### src/sv/slfd_pkg.sv
// Shared types and constants for the sync/length frame deframer.
// No dependencies; imported by every module of the block.
package slfd_pkg;

    localparam logic [7:0]  SYNC_FIRST      = 8'hA5;
    localparam logic [7:0]  SYNC_SECOND     = 8'h5A;
    localparam logic [15:0] DEFAULT_MAX_LEN = 16'd256;

    // One result word: a payload byte with its frame markers.
    typedef struct packed {
        logic [15:0] frame_length;
        logic        last_of_frame;
        logic        first_of_frame;
        logic [7:0]  payload_byte;
    } t_result;

endpackage

### src/sv/slfd_in_stage.sv
// Input register of the deframer: holds one received byte until the core takes it.
// Depends on slfd_pkg.
module slfd_in_stage import slfd_pkg::*; (
    input  logic       i_clk,
    input  logic       i_rst_n,
    input  logic       i_valid,
    output logic       o_ready,
    input  logic [7:0] i_data,
    output logic       o_valid,
    output logic [7:0] o_data,
    input  logic       i_take
);

    logic       r_valid;
    logic       n_valid;
    logic [7:0] r_data;

    assign o_ready = !r_valid || i_take;
    assign o_valid = r_valid;
    assign o_data  = r_data;

    always_comb begin
        n_valid = r_valid;
        if (i_valid && o_ready) begin
            n_valid = 1'b1;
        end else if (i_take) begin
            n_valid = 1'b0;
        end
    end

    always_ff @(posedge i_clk) begin
        if (!i_rst_n) begin
            r_valid <= 1'b0;
        end else begin
            r_valid <= n_valid;
        end
        if (i_valid && o_ready) begin
            r_data <= i_data;
        end
    end

endmodule

### src/sv/slfd_core.sv
// Frame state machine: sync hunt, length header check and payload marking.
// Depends on slfd_pkg.
module slfd_core import slfd_pkg::*; (
    input  logic        i_clk,
    input  logic        i_rst_n,
    input  logic        i_valid,
    input  logic [7:0]  i_byte,
    input  logic [15:0] i_max_len,
    input  logic        i_out_ready,
    output logic        o_take,
    output logic        o_res_valid,
    output t_result     o_res
);

    typedef enum logic [2:0] {
        PH_HUNT    = 3'd0,
        PH_SAW_A5  = 3'd1,
        PH_LEN_LO  = 3'd2,
        PH_LEN_HI  = 3'd3,
        PH_PAYLOAD = 3'd4
    } t_phase;

    t_phase      r_phase, n_phase;
    logic [7:0]  r_len_lo, n_len_lo;
    logic [15:0] r_len, n_len;
    logic [15:0] r_count, n_count;
    logic [15:0] hdr_len;
    logic [15:0] count_inc;
    logic        last;

    assign o_take    = i_valid && i_out_ready;
    assign hdr_len   = {i_byte, r_len_lo};
    assign count_inc = r_count + 16'd1;
    assign last      = (count_inc >= r_len);

    assign o_res_valid          = o_take && (r_phase == PH_PAYLOAD);
    assign o_res.payload_byte   = i_byte;
    assign o_res.first_of_frame = (r_count == 16'd0);
    assign o_res.last_of_frame  = last;
    assign o_res.frame_length   = r_len;

    always_comb begin
        n_phase  = r_phase;
        n_len_lo = r_len_lo;
        n_len    = r_len;
        n_count  = r_count;
        case (r_phase)
            PH_SAW_A5: begin
                if (i_byte == SYNC_SECOND) begin
                    n_phase = PH_LEN_LO;
                end else if (i_byte != SYNC_FIRST) begin
                    n_phase = PH_HUNT;
                end
            end
            PH_LEN_LO: begin
                n_len_lo = i_byte;
                n_phase  = PH_LEN_HI;
            end
            PH_LEN_HI: begin
                if (hdr_len == 16'd0 || hdr_len > i_max_len) begin
                    // rescan the rejected length bytes for a sync pair
                    if (r_len_lo == SYNC_FIRST && i_byte == SYNC_SECOND) begin
                        n_phase = PH_LEN_LO;
                    end else if (i_byte == SYNC_FIRST) begin
                        n_phase = PH_SAW_A5;
                    end else begin
                        n_phase = PH_HUNT;
                    end
                end else begin
                    n_len   = hdr_len;
                    n_count = 16'd0;
                    n_phase = PH_PAYLOAD;
                end
            end
            PH_PAYLOAD: begin
                n_count = count_inc;
                if (last) begin
                    n_phase = PH_HUNT;
                    n_count = 16'd0;
                end
            end
            default: begin
                n_phase = (i_byte == SYNC_FIRST) ? PH_SAW_A5 : PH_HUNT;
            end
        endcase
    end

    always_ff @(posedge i_clk) begin
        if (!i_rst_n) begin
            r_phase  <= PH_HUNT;
            r_len_lo <= 8'd0;
            r_len    <= 16'd0;
            r_count  <= 16'd0;
        end else if (o_take) begin
            r_phase  <= n_phase;
            r_len_lo <= n_len_lo;
            r_len    <= n_len;
            r_count  <= n_count;
        end
    end

endmodule

### src/sv/slfd_out_stage.sv
// Result register of the deframer: holds one payload word for the master side.
// Depends on slfd_pkg.
module slfd_out_stage import slfd_pkg::*; (
    input  logic        i_clk,
    input  logic        i_rst_n,
    input  logic        i_valid,
    input  t_result     i_res,
    output logic        o_ready,
    output logic        o_valid,
    output t_result     o_res,
    input  logic        i_ready
);

    logic    r_valid;
    t_result r_res;

    assign o_ready = !r_valid || i_ready;
    assign o_valid = r_valid;
    assign o_res   = r_res;

    always_ff @(posedge i_clk) begin
        if (!i_rst_n) begin
            r_valid <= 1'b0;
        end else if (o_ready) begin
            r_valid <= i_valid;
        end
        if (o_ready && i_valid) begin
            r_res <= i_res;
        end
    end

endmodule

### src/sv/sync_length_frame_deframer_top.sv
// Sync-word, length-prefixed frame deframer: top level.
// A payload byte passes the input register, then the combinational state machine, then the result register.
// Throughput: one byte per cycle while the result register can take a word; the core stalls otherwise.
// Reset (i_rst_n low, synchronous): hunt for sync, empty both registers, max length 256.
// Depends on slfd_pkg, slfd_in_stage, slfd_core and slfd_out_stage.
module sync_length_frame_deframer_top import slfd_pkg::*; (
    input  logic        i_clk,
    input  logic        i_rst_n,
    // configuration write channel
    input  logic        i_cfg_valid,
    output logic        o_cfg_ready,
    input  logic [15:0] i_cfg_data,     // max_payload_len
    // received bytes
    input  logic        s_axis_tvalid,
    output logic        s_axis_tready,
    input  logic [7:0]  s_axis_tdata,   // [7:0] rx_byte
    // payload words
    output logic        m_axis_tvalid,
    input  logic        m_axis_tready,
    output logic [23:0] m_axis_tdata,   // [7:0] payload_byte, [23:8] frame_length
    output logic        m_axis_tlast,   // last_of_frame
    output logic        m_axis_tuser    // first_of_frame
);

    logic [15:0] r_max_len;
    logic        in_valid;
    logic [7:0]  in_byte;
    logic        take;
    logic        out_ready;
    logic        res_valid;
    t_result     res;
    t_result     out_res;

    // Configuration is always taken; the user must write it only while the block is idle (not enforced here).
    assign o_cfg_ready = 1'b1;

    always_ff @(posedge i_clk) begin
        if (!i_rst_n) begin
            r_max_len <= DEFAULT_MAX_LEN;
        end else if (i_cfg_valid) begin
            r_max_len <= i_cfg_data;
        end
    end

    // Hold each received word until the state machine can advance on it.
    slfd_in_stage u_in (
        .i_clk   (i_clk),
        .i_rst_n (i_rst_n),
        .i_valid (s_axis_tvalid),
        .o_ready (s_axis_tready),
        .i_data  (s_axis_tdata),
        .o_valid (in_valid),
        .o_data  (in_byte),
        .i_take  (take)
    );

    // Advance the frame state one byte at a time; emit a word for payload bytes only.
    // The core stalls whenever the result register cannot take a new word.
    slfd_core u_core (
        .i_clk       (i_clk),
        .i_rst_n     (i_rst_n),
        .i_valid     (in_valid),
        .i_byte      (in_byte),
        .i_max_len   (r_max_len),
        .i_out_ready (out_ready),
        .o_take      (take),
        .o_res_valid (res_valid),
        .o_res       (res)
    );

    // Result register parts the master side from the core.
    slfd_out_stage u_out (
        .i_clk   (i_clk),
        .i_rst_n (i_rst_n),
        .i_valid (res_valid),
        .i_res   (res),
        .o_ready (out_ready),
        .o_valid (m_axis_tvalid),
        .o_res   (out_res),
        .i_ready (m_axis_tready)
    );

    assign m_axis_tdata = {out_res.frame_length, out_res.payload_byte};
    assign m_axis_tlast = out_res.last_of_frame;
    assign m_axis_tuser = out_res.first_of_frame;

endmodule
### config.mk
export PLATFORM = sky130hd
export DESIGN_NAME = sync_length_frame_deframer_top
export DESIGN_NICKNAME = d
export VERILOG_FILES = /design/src/sv/slfd_pkg.sv /design/src/sv/slfd_in_stage.sv /design/src/sv/slfd_core.sv /design/src/sv/slfd_out_stage.sv /design/src/sv/sync_length_frame_deframer_top.sv
export SDC_FILE = /design/constraint.sdc
export NUM_CORES = 1
export LEC_CHECK = 0
export ABC_AREA = 1
export ABC_CLOCK_PERIOD_IN_PS = 2560
export CORE_ASPECT_RATIO = 0.9
export CORE_MARGIN = 4
export CORE_UTILIZATION = 57
export CTS_BUF_LIST = sky130_fd_sc_hd__clkbuf_4 sky130_fd_sc_hd__clkbuf_8 sky130_fd_sc_hd__clkbuf_16
export CTS_CLUSTER_SIZE = 30
export DETAILED_ROUTE_END_ITERATION = 6
export DONT_BUFFER_PORTS = 1
export GPL_ROUTABILITY_DRIVEN = 0
export HOLD_SLACK_MARGIN = 0.02
export PLACE_DENSITY = 0.8
export SLEW_MARGIN = 0
export SYNTH_ARGS = -nofsm -noshare
export SYNTH_HDL_FRONTEND = slang
export SYNTH_SLANG_ARGS = --single-unit
### constraint.sdc
create_clock -name i_clk -period 2.56 [get_ports i_clk]
set_clock_uncertainty 0.15 [all_clocks]
set_input_delay 0.512 -clock i_clk [delete_from_list [all_inputs] [get_ports i_clk]]
set_output_delay 0.512 -clock i_clk [all_outputs]
set_load 0.05 [all_outputs]
Word-level counts from Yosys, hierarchy flattened
Index checks and enable logic that the tools add are counted.
{ "word_totals": {"n_memories": 0, "latchBits": 0, "ff_bits": 95, "ram_bits": 0, "romBits": 0} }
{ "classes": {"mul": 0, "eq_ne": 11, "mux": 12, "bitwise": 1, "n_div": 0, "n_lt_le_gt_ge": 2, "add_sub_neg": 1, "n_shift": 0, "reduce_logical": 18} }
{ "op_table": {"columns": ["op", "n"], "rows": [
  ["logical NOT 16 bit", 2],
  ["2-to-1 mux 16 bit", 2],
  ["one-hot mux 16 bit (2 select lines)", 1],
  ["adder 16 x 1 -> 16 bit, second input constant", 1],
  ["== test 8 bit, second input constant", 2],
  ["greater-or-equal comparator 16 bit", 1],
  ["greater-than comparator 16 bit", 1],
  ["2-to-1 mux 3 bit", 5],
  ["one-hot mux 3 bit (4 select lines)", 1],
  ["AND reduction 3 bit", 3],
  ["== test 8 x 7 -> 1 bit, second input constant", 1],
  ["inequality test 8 bit, second input constant", 1],
  ["== test 3 x 2 -> 1 bit, second input constant", 2],
  ["logical AND 1 bit", 5],
  ["nonzero test 2 bit", 2],
  ["== test 3 x 1 -> 1 bit, second input constant", 1],
  ["== test 3 bit, second input constant", 1],
  ["logical OR 1 bit", 3],
  ["2-to-1 mux 1 bit", 3],
  ["inequality test 3 x 1 -> 1 bit, second input constant", 1],
  ["logical NOT 1 bit", 2],
  ["inequality test 2 x 1 -> 1 bit, second input constant", 1],
  ["inequality test 2 bit, second input constant", 1],
  ["AND reduction 2 bit", 1],
  ["inverter 1 bit", 1]
]} }

Logic depth before layout (Yosys ltp)
{ "logic_depth": {"depth_word": 6, "mapped_depth": 18, "mapped_depth_nobuf": 18} }

Cells and area by module
A second synthesis with hierarchy kept.
{ "unflattened": {"cells_unflattened": 587, "area_unflattened_um2": 4992.3} }
{ "modules_own_cells": {"columns": ["module", "instances", "area_each_um2", "cells_each", "seq_area_each_um2"], "rows": [
  ["slfd_core", 1, 3185.6, 437, 860.8],
  ["slfd_out_stage", 1, 832.0, 33, 800.8],
  ["sync_length_frame_deframer_top", 1, 683.2, 102, 320.3],
  ["slfd_in_stage", 1, 291.5, 15, 260.2]
]} }

Worst setup path before layout
No wires, ideal clock.
{ "synth_path": {"path_kind": "reg-to-reg", "startpoint": "register u_core.r_count[0]", "endpoint": "register u_core.r_count[14]", "synth_period_minus_slack_ps": 2769, "arrival_ps": 2487, "path_buffers": 2, "required_time_ps": 2278, "stages_incl_launch_ff": 18, "path_slack_ps": -209, "cell_sequence": "dfxtp_1 ha_1 nand3_2 inv_2 nand2_1 nor2_2 nand3_1 xor2_1 inv_1 ha_1 nand2_1 nor3_1 nand3_1 and3_1 buf_4 buf_6 nand4_1 a21oi_1"} }
{ "synth_via": {"elab_chain_len": 4} }
{ "synth_lines": {"columns": ["item", "line_no", "source"], "rows": [
  ["start, declared", "slfd_core.sv:26", "logic [15:0] r_count, n_count;"],
  ["start signal, assigned", "slfd_core.sv:98", "r_count <= n_count;"],
  ["adder 16 x 1 -> 16 bit (*)", "slfd_core.sv:33", "assign count_inc = r_count + 16'd1;"],
  ["greater-or-equal comparator 16 bit", "slfd_core.sv:34", "assign last = (count_inc >= r_len);"],
  ["2-to-1 mux 16 bit (*)", "slfd_core.sv:77", "if (last) begin"],
  ["one-hot mux 16 bit (2 select lines) (*)", "slfd_core.sv:47", "case (r_phase)"]
]} }
Mark *: on every way between the ends. The rest lies on a longest branch, timed or not.
A chain may end at the register's enable or synchronous reset.

Final worst setup path
{ "layout_path": {"startpoint": "register u_core.r_count[9]", "endpoint": "register u_core.r_count[13]"} }
Same word-level chain as after synthesis.

==> results.json <==
{
  "finalHoldViolCount": 0,
  "drive_gt1_share_pct": 23.2,
  "worstSkewPairLatency_ns": 0.39,
  "endpoint_kind": "flip-flop",
  "vias_per_cell": 5.85,
  "setup_slack_ns": -0.182,
  "final_max_slew_viol_count": 0,
  "start_util_pct": 58.6,
  "first_global_vias": 3830,
  "yosys_warnings": 0,
  "worst_pin_slew_ns": 0.832,
  "criticalPathCategory": "flip-flop to flip-flop",
  "num_antenna_cells": 0,
  "drt_iter0_markers": 351,
  "status": "finished with violations",
  "relSlewSlack_pct": 44.5,
  "holdCritPathClass": "input port to flip-flop",
  "power_density_mw_per_mm2": 506,
  "hold_slack_ns": 0.0754,
  "fin_crit_sh_pct": 107,
  "peakVddDrop_uv": 391,
  "ios": 58,
  "synth_cell_types": 32,
  "leakage_uw": 0.00225,
  "clk_root_buffer_cell": "clkbuf_8",
  "cts_buffers": 9,
  "drc": 0,
  "drtAntennaViolNets": 0,
  "clkSinkCount": 95,
  "syn_nets": 597,
  "rows": 31,
  "antenna_found_initial": 0,
  "dieArea_mm2": 0.00977,
  "final_common_cell": "inv_1",
  "violations": "negative setup slack",
  "synthCells": 534,
  "ctsHoldBuffers": 0,
  "fin_nets": 639,
  "instances_no_fill": 680,
  "routed_wl_mm": 11.8,
  "avgRoutedWirePerCell_um": 17.4,
  "areaGrowthSynthToFinish_pct": 16.9,
  "htree_levels": 3,
  "yosysSeqAreaShare_pct": 47.7,
  "mostFrequentLayoutCells": "inv_1 (68), a21oi_1 (57), nand2_1 (52), dfxtp_1 (50), buf_4 (47)",
  "rsz0062_at_grt": "yes",
  "grt_max_degree": 50,
  "drv_cap": 0,
  "vias": 3981,
  "cts.path.max_buffers": 2,
  "die_h_um": 94.2,
  "dp.final_hpwl_mm": 7.84,
  "critPathArrivalTime_ns": 2.88,
  "synth-seq-cells": 95,
  "core_area_mm2": 0.00803,
  "grt_use_total_pct": 24.9,
  "drt-pass1-iter-count": 6,
  "cp_max_fo": 5,
  "grt_remaining_overflow": 0,
  "timing.fmax_ghz": 0.365,
  "power.total_uw": 2780,
  "cts_tree": "built",
  "required_ns": 2.70,
  "min_period_ns": 2.74,
  "setup_viol": 20,
  "fin_tns_setup_ns": -2.72,
  "clkTransAtPathRegs_ns": 0.12,
  "die_w_um": 104,
  "placed_cells": 648,
  "syn_area_mm2": 0.00470,
  "io_buffers": 0,
  "worstSetupStartpointType": "flip-flop",
  "grt_pass1_wl_mm": 19.0,
  "syn_area_per_cell_um2": 8.81
}
[what timing repair did]
item                                    4_1_cts  5_1_grt
pin swaps                                    18        8
gates cloned                                  1        0
endpoints found under the setup margin       20       21
buffers inserted                             14        1
gates resized for setup                      32       19
[layer usage]
metal / wire length, um / vias up / GRT usage (%)
met5: 0 / - / 0
met4: 394 / 0 / 12.0
met3: 877 / 41 / 5.15
met2: 5680 / 185 / 41.4
met1: 4890 / 1854 / 31.3
li1: - / 1901 / -
[flip-flops by register name (all words and copies together) (netlist names)]
register         count
u_out.o_res         26
u_out.o_valid        1
u_in.o_valid         1
u_core.r_phase       3
u_core.r_len        16
u_core.r_count      16
r_max_len           16
u_core.r_len_lo      8
u_in.o_data          8
[stage by stage]
step                setup WS, ns  utilization, %  instance area (um^2)
floorplan                -0.0120               -                  4740
global placement         -0.0246            62.3                  5000
detailed placement        -0.159            62.3                  5000
CTS                      -0.0750            67.6                  5430
global route              -0.264            68.5                  5500
finish                    -0.182            68.5                  5500
[critical path: stages (launching register included)]
cell and delay (ns):
dfxtp_1 0.37, nand2_1 0.12, nor2_1 0.24, nand4_1 0.16
xor2_1 0.28, ha_1 0.31, a21oi_2 0.16, o21ai_1 0.11
a21oi_2 0.14, and3_4 0.22, buf_6 0.13, nand4_1 0.08
a21oi_1 0.18
[power by group]
part / total (uW) / switching, uW / internal (uW) / leakage, uW
Clock: 1020 / 623 / 395 / 0.000105
Combinational: 161 / 107 / 53.8 / 0.00134
Sequential: 1610 / 21.7 / 1580 / 0.000812
[area by class of cell]
type	instances	area, um^2
clock buffer	9	124
clock inverter	7	83.8
fill	603	2530
inverter	78	293
multi-input combinational	340	2190
sequential	95	2260
tap	99	124
timing repair buffer	52	420
[worst paths after layout]
check,from,endpoint,slack [ns],cells past startpoint
setup / recovery,u_core.r_count[9]$_SDFFE_PN0P_,u_core.r_count[13]$_SDFFE_PN0P_,-0.18,12
setup reg to reg,u_core.r_count[9]$_SDFFE_PN0P_,u_core.r_count[13]$_SDFFE_PN0P_,-0.18,12
hold / removal,s_axis_tdata[5],u_in.o_data[5]$_DFFE_PP_,0.08,0
hold reg to reg,u_core.r_len[10]$_SDFFE_PN0P_,u_out.o_res[20]$_DFFE_PP_,0.29,0
[kinds of logic after synthesis]
family,share of synthesized area [%]
simple gates,17.9
xor+xnor,2.05
flops,47.7
fa+ha+maj,9.05
buf+inv,9.45
compound gates,13.8
other cells,0.0798
[synth_stat cells]
| cell type | n | area share [%] |
|---|---|---|
| a21o_1 | 3 | 0.48 |
| a21oi_1 | 61 | 6.5 |
| a21oi_2 | 10 | 1.9 |
| a31oi_1 | 1 | 0.13 |
| and3_1 | 1 | 0.13 |
| buf_12 | 1 | 0.43 |
| buf_4 | 3 | 0.48 |
| buf_6 | 6 | 1.4 |
| clkbuf_1 | 11 | 0.88 |
| clkinv_1 | 1 | 0.080 |
| conb_1 | 1 | 0.080 |
| dfxtp_1 | 61 | 26 |
| edfxtp_1 | 34 | 22 |
| ha_1 | 34 | 9.0 |
| inv_1 | 73 | 5.8 |
| inv_2 | 4 | 0.32 |
| nand2_1 | 59 | 4.7 |
| nand3_1 | 29 | 3.1 |
| nand3_2 | 1 | 0.21 |
| nand4_1 | 25 | 3.3 |
| nand4_2 | 1 | 0.27 |
| nor2_1 | 34 | 2.7 |
| nor2_2 | 3 | 0.40 |
| nor3_1 | 11 | 1.2 |
| nor3_2 | 2 | 0.43 |
| nor3_4 | 2 | 0.69 |
| nor4_1 | 4 | 0.53 |
| o21ai_0 | 44 | 4.7 |
| o21ai_1 | 1 | 0.11 |
| or2_1 | 2 | 0.27 |
| xnor2_1 | 1 | 0.19 |
| xor2_1 | 10 | 1.9 |
No activity file was read; power rests on OpenSTA's default activity.
